$ cat config.mk
export PLATFORM = sky130hd
export DESIGN_NAME = mhpq_ram
export DESIGN_NICKNAME = d
export VERILOG_FILES = /design/src/design/mhpq_ram.sv
export SDC_FILE = /design/constraint.sdc
export NUM_CORES = 2
export LEC_CHECK = 0
export BUFFER_PORTS_ARGS = -buffer_cell sky130_fd_sc_hd__buf_2
export CORE_MARGIN = 1.5
export CORE_UTILIZATION = 30
export CTS_CLUSTER_DIAMETER = 80
export DETAILED_ROUTE_END_ITERATION = 6
export PLACE_DENSITY = 0.55
export REMOVE_ABC_BUFFERS = 1
export SLEW_MARGIN = 20
export SYNTH_ARGS = -nofsm -noshare
export SYNTH_HDL_FRONTEND = slang
export SYNTH_SLANG_ARGS = --single-unit
$ cat constraint.sdc
create_clock -name clk -period 12.45 [get_ports clk]
set_clock_uncertainty 0.2 [all_clocks]
set_input_delay 1.245 -clock clk [delete_from_list [all_inputs] [get_ports clk]]
set_output_delay 1.245 -clock clk [all_outputs]
set_load 0.01 [all_outputs]
$ cat src/design/mhpq_ram.sv
`timescale 1ns / 1ps
// ----------------------------------------------------------------------------
// Generic RAM
// One write port, two read ports, registered read data.
// ----------------------------------------------------------------------------
module mhpq_ram #(
  parameter int WIDTH = 64,
  parameter int DEPTH = 64
) (
  input  logic                     clk,
  input  logic                     we,
  input  logic [$clog2(DEPTH)-1:0] waddr,
  input  logic [WIDTH-1:0]         wdata,
  input  logic [$clog2(DEPTH)-1:0] raddr_a,
  output logic [WIDTH-1:0]         rdata_a,
  input  logic [$clog2(DEPTH)-1:0] raddr_b,
  output logic [WIDTH-1:0]         rdata_b
);

  logic [WIDTH-1:0] mem [DEPTH];

  always_ff @(posedge clk) begin
    if (we) begin
      mem[waddr] <= wdata;
    end
    rdata_a <= mem[raddr_a];
    rdata_b <= mem[raddr_b];
  end

endmodule

# == Yosys cells after proc, flatten, opt, wreduce, memory -nomap -nowiden ==
# Memories as Yosys holds them, arrays and structs flattened. A register that Yosys moved wholly into a read port is not among the register bits.
# Cells that the tools add are included.
# totals
mem_bits_rw,4096
wordCells,3
reg_bits,0
input_bits,84
memories,1
out_inout_bits,128
# memory_table
name,depth,word_bits,rd,rd_ports_with_merged_regs,write_ports,line_no,source
mem,64,64,2,2,1,20,logic [WIDTH-1:0] mem [DEPTH];
# classes
mux,2
# ops
op,count
$mux 1,2

# == Depth between registers and ports, before layout ==
# depth
depth_word,2
mapped_depth,9
mapped_depth_nobuf,5

# == Worst setup path after synthesis ==
# OpenSTA, ideal clock, no wires.
# synth_path
path_kind,input to register
from,input waddr[3]
to,"memory mem[48][0], enable pin"
n_path_buf,1
cell_stages,4
setup_slack_ps,5595
t_required_ps,11686
setup_ps,564
arrival_ps,6091
path_cell_list,clkbuf_1 -> nor2b_1 -> nand4b_1 -> nor3_1
# synth_rtl
element,line_no,source
from (decl),12,"input logic [$clog2(DEPTH)-1:0] waddr,"
to (decl),20,
# No word-level cell before the write port.

==> reports/results.ini <==
[clocking]
cts.sinks = 4224
clkSlewWorstSetupHoldPaths_ps = 60
clockRootBuffer = clkbuf_16
insertion_delay_ps = 1060
holdBufCountCts = 0
cts_buffers = 443
post_cts_buffers = 0
ctsResizeCount = 0
htreeDepth = 5
cts_tree = done
cts_buffer_depth = 4

[route]
dr.pass1.iters = 6
drt_iter0_drc = 14800
ant_nets = 0
via_per_inst = 6.06
routed_wirelength_um = 687000
num_vias = 108000
wl_per_cell_um = 38.6
drc = 0

[placement]
dp_cells = 16900
portBuffers = 211
pre_cts_ws_ps = 6640
gp_congestion = 0.801
dp_hpwl_um = 384000
placed_area_um2 = 199000

[run]
cap_violations = 0

[grt]
overflow = 0
antenna_found_initial = 82
grt_pass1_vias = 110000
grt_pass1_wl_um = 935000
grt_max_degree = 131
grtUsageTotal_pct = 21.1

[hold_path]
hold_start = wdata[15]
hold_depth = 1
hp-class = in -> reg
whs_endpoint = mem[35][15]

[layout]
multiInputGateArea_um2 = 59100
final_area_um2 = 214000
syn_to_final_growth_pct = 14.0
drive_gt1_share_pct = 35.5
stdcell_count = 17800
fin_nets = 9149
fill_cells = 57600
regArea_um2 = 126000
postLayoutCoreUtil_pct = 34.3

[outcome]
status = finished, final reports clean

[sta]
grt_setup_unrepaired = no
final_max_slew_viol_count = 0
final-setup-viol-count = 0
setup_ws_ps = 7610
period_needed_ps = 4840
hold_viol = 0
relSlewSlack_pct = 19.1
post-route-period-util_pct = 38.9
finalSetupTns_ps = 0
worstMarginPinSlew_ps = 1210
max_freq_mhz = 207

[worst_setup_path]
r2r_setup_slack_ps = 10030
path_cells = buf_8 -> buf_12 -> and2_4 -> buf_4 -> buf_4 -> a22oi_1 -> a311oi_1
r2r-end = rdata_a[36]
crit_type = in -> reg
cp.arrival_ps = 5500
r2r.worst_path.cells = 5
r2r_start = mem[40][36]
start_kind = primary input
cp_slowest_cell = buf_4
cp.required_ps = 13110
max_stage_delay_ps = 810
path_max_fanout = 68
cp-end-kind = flop
cpMostUsedCell = buf_4

[yosys]
synth_enable_flop_cells = 4096
ys_warn_count = 0
synthFlopType = edfxtp_1
netlist_area_um2 = 188000
netlist_instances = 8841
yosysSeqAreaShare_pct = 66.9
synth_seq_cells = 4224
postSynthAreaPerCell_um2 = 21.2
ys_types = 42
async_reset_ff_share_pct = 0

[floorplanning]
die_width_um = 794
start_util_pct = 30.1
rows = 290
core_um2 = 624000
fp.dieArea_um2 = 631000
die_y_um = 794
io_pins = 212

[power]
p_leak_nw = 64.8
power_density_nw_per_um2 = 149
ir_drop_v = 0.000116

[cells in the final DEF (no fill, tap or decap), drive strengths merged, types with 12 or more instances in the layout]
cell,count
a31oi,14
clkbuf,605
nand2b,18
buf,521
a22o,136
mux2,16
a211oi,79
inv,16
nand2,39
o221ai,73
o22ai,533
a311oi,13
a21oi,128
a2111oi,12
bufinv,39
nor4,55
mux4,2016
clkinv,159
nor2b,30
a221oi,153
o22a,51
edfxtp,4096
nand3,18
a22oi,37
nor3,63
diode,36
nor2,164
mux2i,177
dfxtp,128
clkinvlp,17
[layer usage]
layer	track usage [%]	up-vias	part of all wire, %	wire length [um]
met4	8.04	34	4.6	31500
met1	27.6	59600	37	257000
met2	34.5	6849	48	327000
met5	0	-	0.037	252
met3	4.70	1385	10	71400
li1	-	40100	-	-
[sequential cells by signal, indices dropped and copies added (netlist names)]
register,count
rdata_a,64
rdata_b,64
mem,4096
[critical path, delay by kind of cell]
kind | cells | cell delay [ps]
AOI/OAI and AO/OA | 2 | 970
buffers and inverters | 4 | 2180
and+or+nand+nor | 1 | 640
[metrics by stage]
step / power, mW / hold slack (ps)
global route: 32.7 / 377
finish: 31.9 / 396
global placement: 18.6 / 644
CTS: 32.1 / 438
detailed placement: 18.7 / 633
floorplan: 17.2 / 576
[how the worst max path moves through the flow]
stage | slack (ps) | start | endpoint | cells after the start
finish | 7610 | raddr_a[2] | rdata_a[21] | 7
global route | 7840 | raddr_a[0] | rdata_a[9] | 8
CTS | 7780 | raddr_b[2] | rdata_b[36] | 8
detailed placement | 6640 | raddr_a[2] | rdata_a[21] | 7
global placement | 6580 | raddr_a[2] | rdata_a[21] | 7
floorplan | 5740 | raddr_a[2] | rdata_a[42] | 4
[cell families after synthesis]
family,share of synthesized area (%)
flops,66.9
simple gates,1.08
buf+inv,2.05
compound gates,4.80
mux,25.2
[synthesized netlist by cell type, types with 8 or more instances]
| library cell | instances | area share, % |
|---|---|---|
| nand3_1 | 18 | 0.048 |
| nor3_1 | 63 | 0.17 |
| mux4_2 | 2016 | 24 |
| a22o_1 | 136 | 0.63 |
| buf_4 | 140 | 0.56 |
| a311oi_1 | 13 | 0.061 |
| a21oi_1 | 128 | 0.34 |
| edfxtp_1 | 4096 | 65 |
| o22ai_1 | 533 | 1.8 |
| nor4_1 | 55 | 0.18 |
| a221oi_1 | 134 | 0.62 |
| a221oi_2 | 19 | 0.15 |
| dfxtp_1 | 128 | 1.4 |
| a211oi_1 | 79 | 0.32 |
| a31oi_1 | 14 | 0.047 |
| buf_6 | 30 | 0.18 |
| nand2b_1 | 18 | 0.060 |
| o22a_1 | 51 | 0.24 |
| mux2i_1 | 177 | 0.94 |
| mux2_2 | 16 | 0.096 |
| o21ai_1 | 8 | 0.021 |
| nor2_1 | 164 | 0.33 |
| nor2b_1 | 30 | 0.10 |
| o221ai_1 | 73 | 0.34 |
| buf_2 | 242 | 0.64 |
| a22oi_1 | 37 | 0.15 |
| nand2_1 | 39 | 0.078 |
| nand4_1 | 8 | 0.027 |
| buf_1 | 33 | 0.066 |
| clkbuf_1 | 296 | 0.59 |
| a2111oi_0 | 12 | 0.056 |
[cell type report]
type	instances	share of cell area, %
flip-flops and latches	4224	58.6
multi-input cells	3874	27.6
clock buffers	605	5.73
well taps	8322	4.86
repair buffers	521	1.95
clock inverters	230	1.17
diodes	36	0.0421
inverters	1	0.00292
[where the power goes]
group | leakage [nW] | internal (mW) | switching [mW]
Combinational | 19.6 | 0.936 | 1.52
Sequential | 37.9 | 15.7 | 0.145
Clock | 7.22 | 7.74 | 5.83
Note: power is estimated with default switching activity, not from simulation.
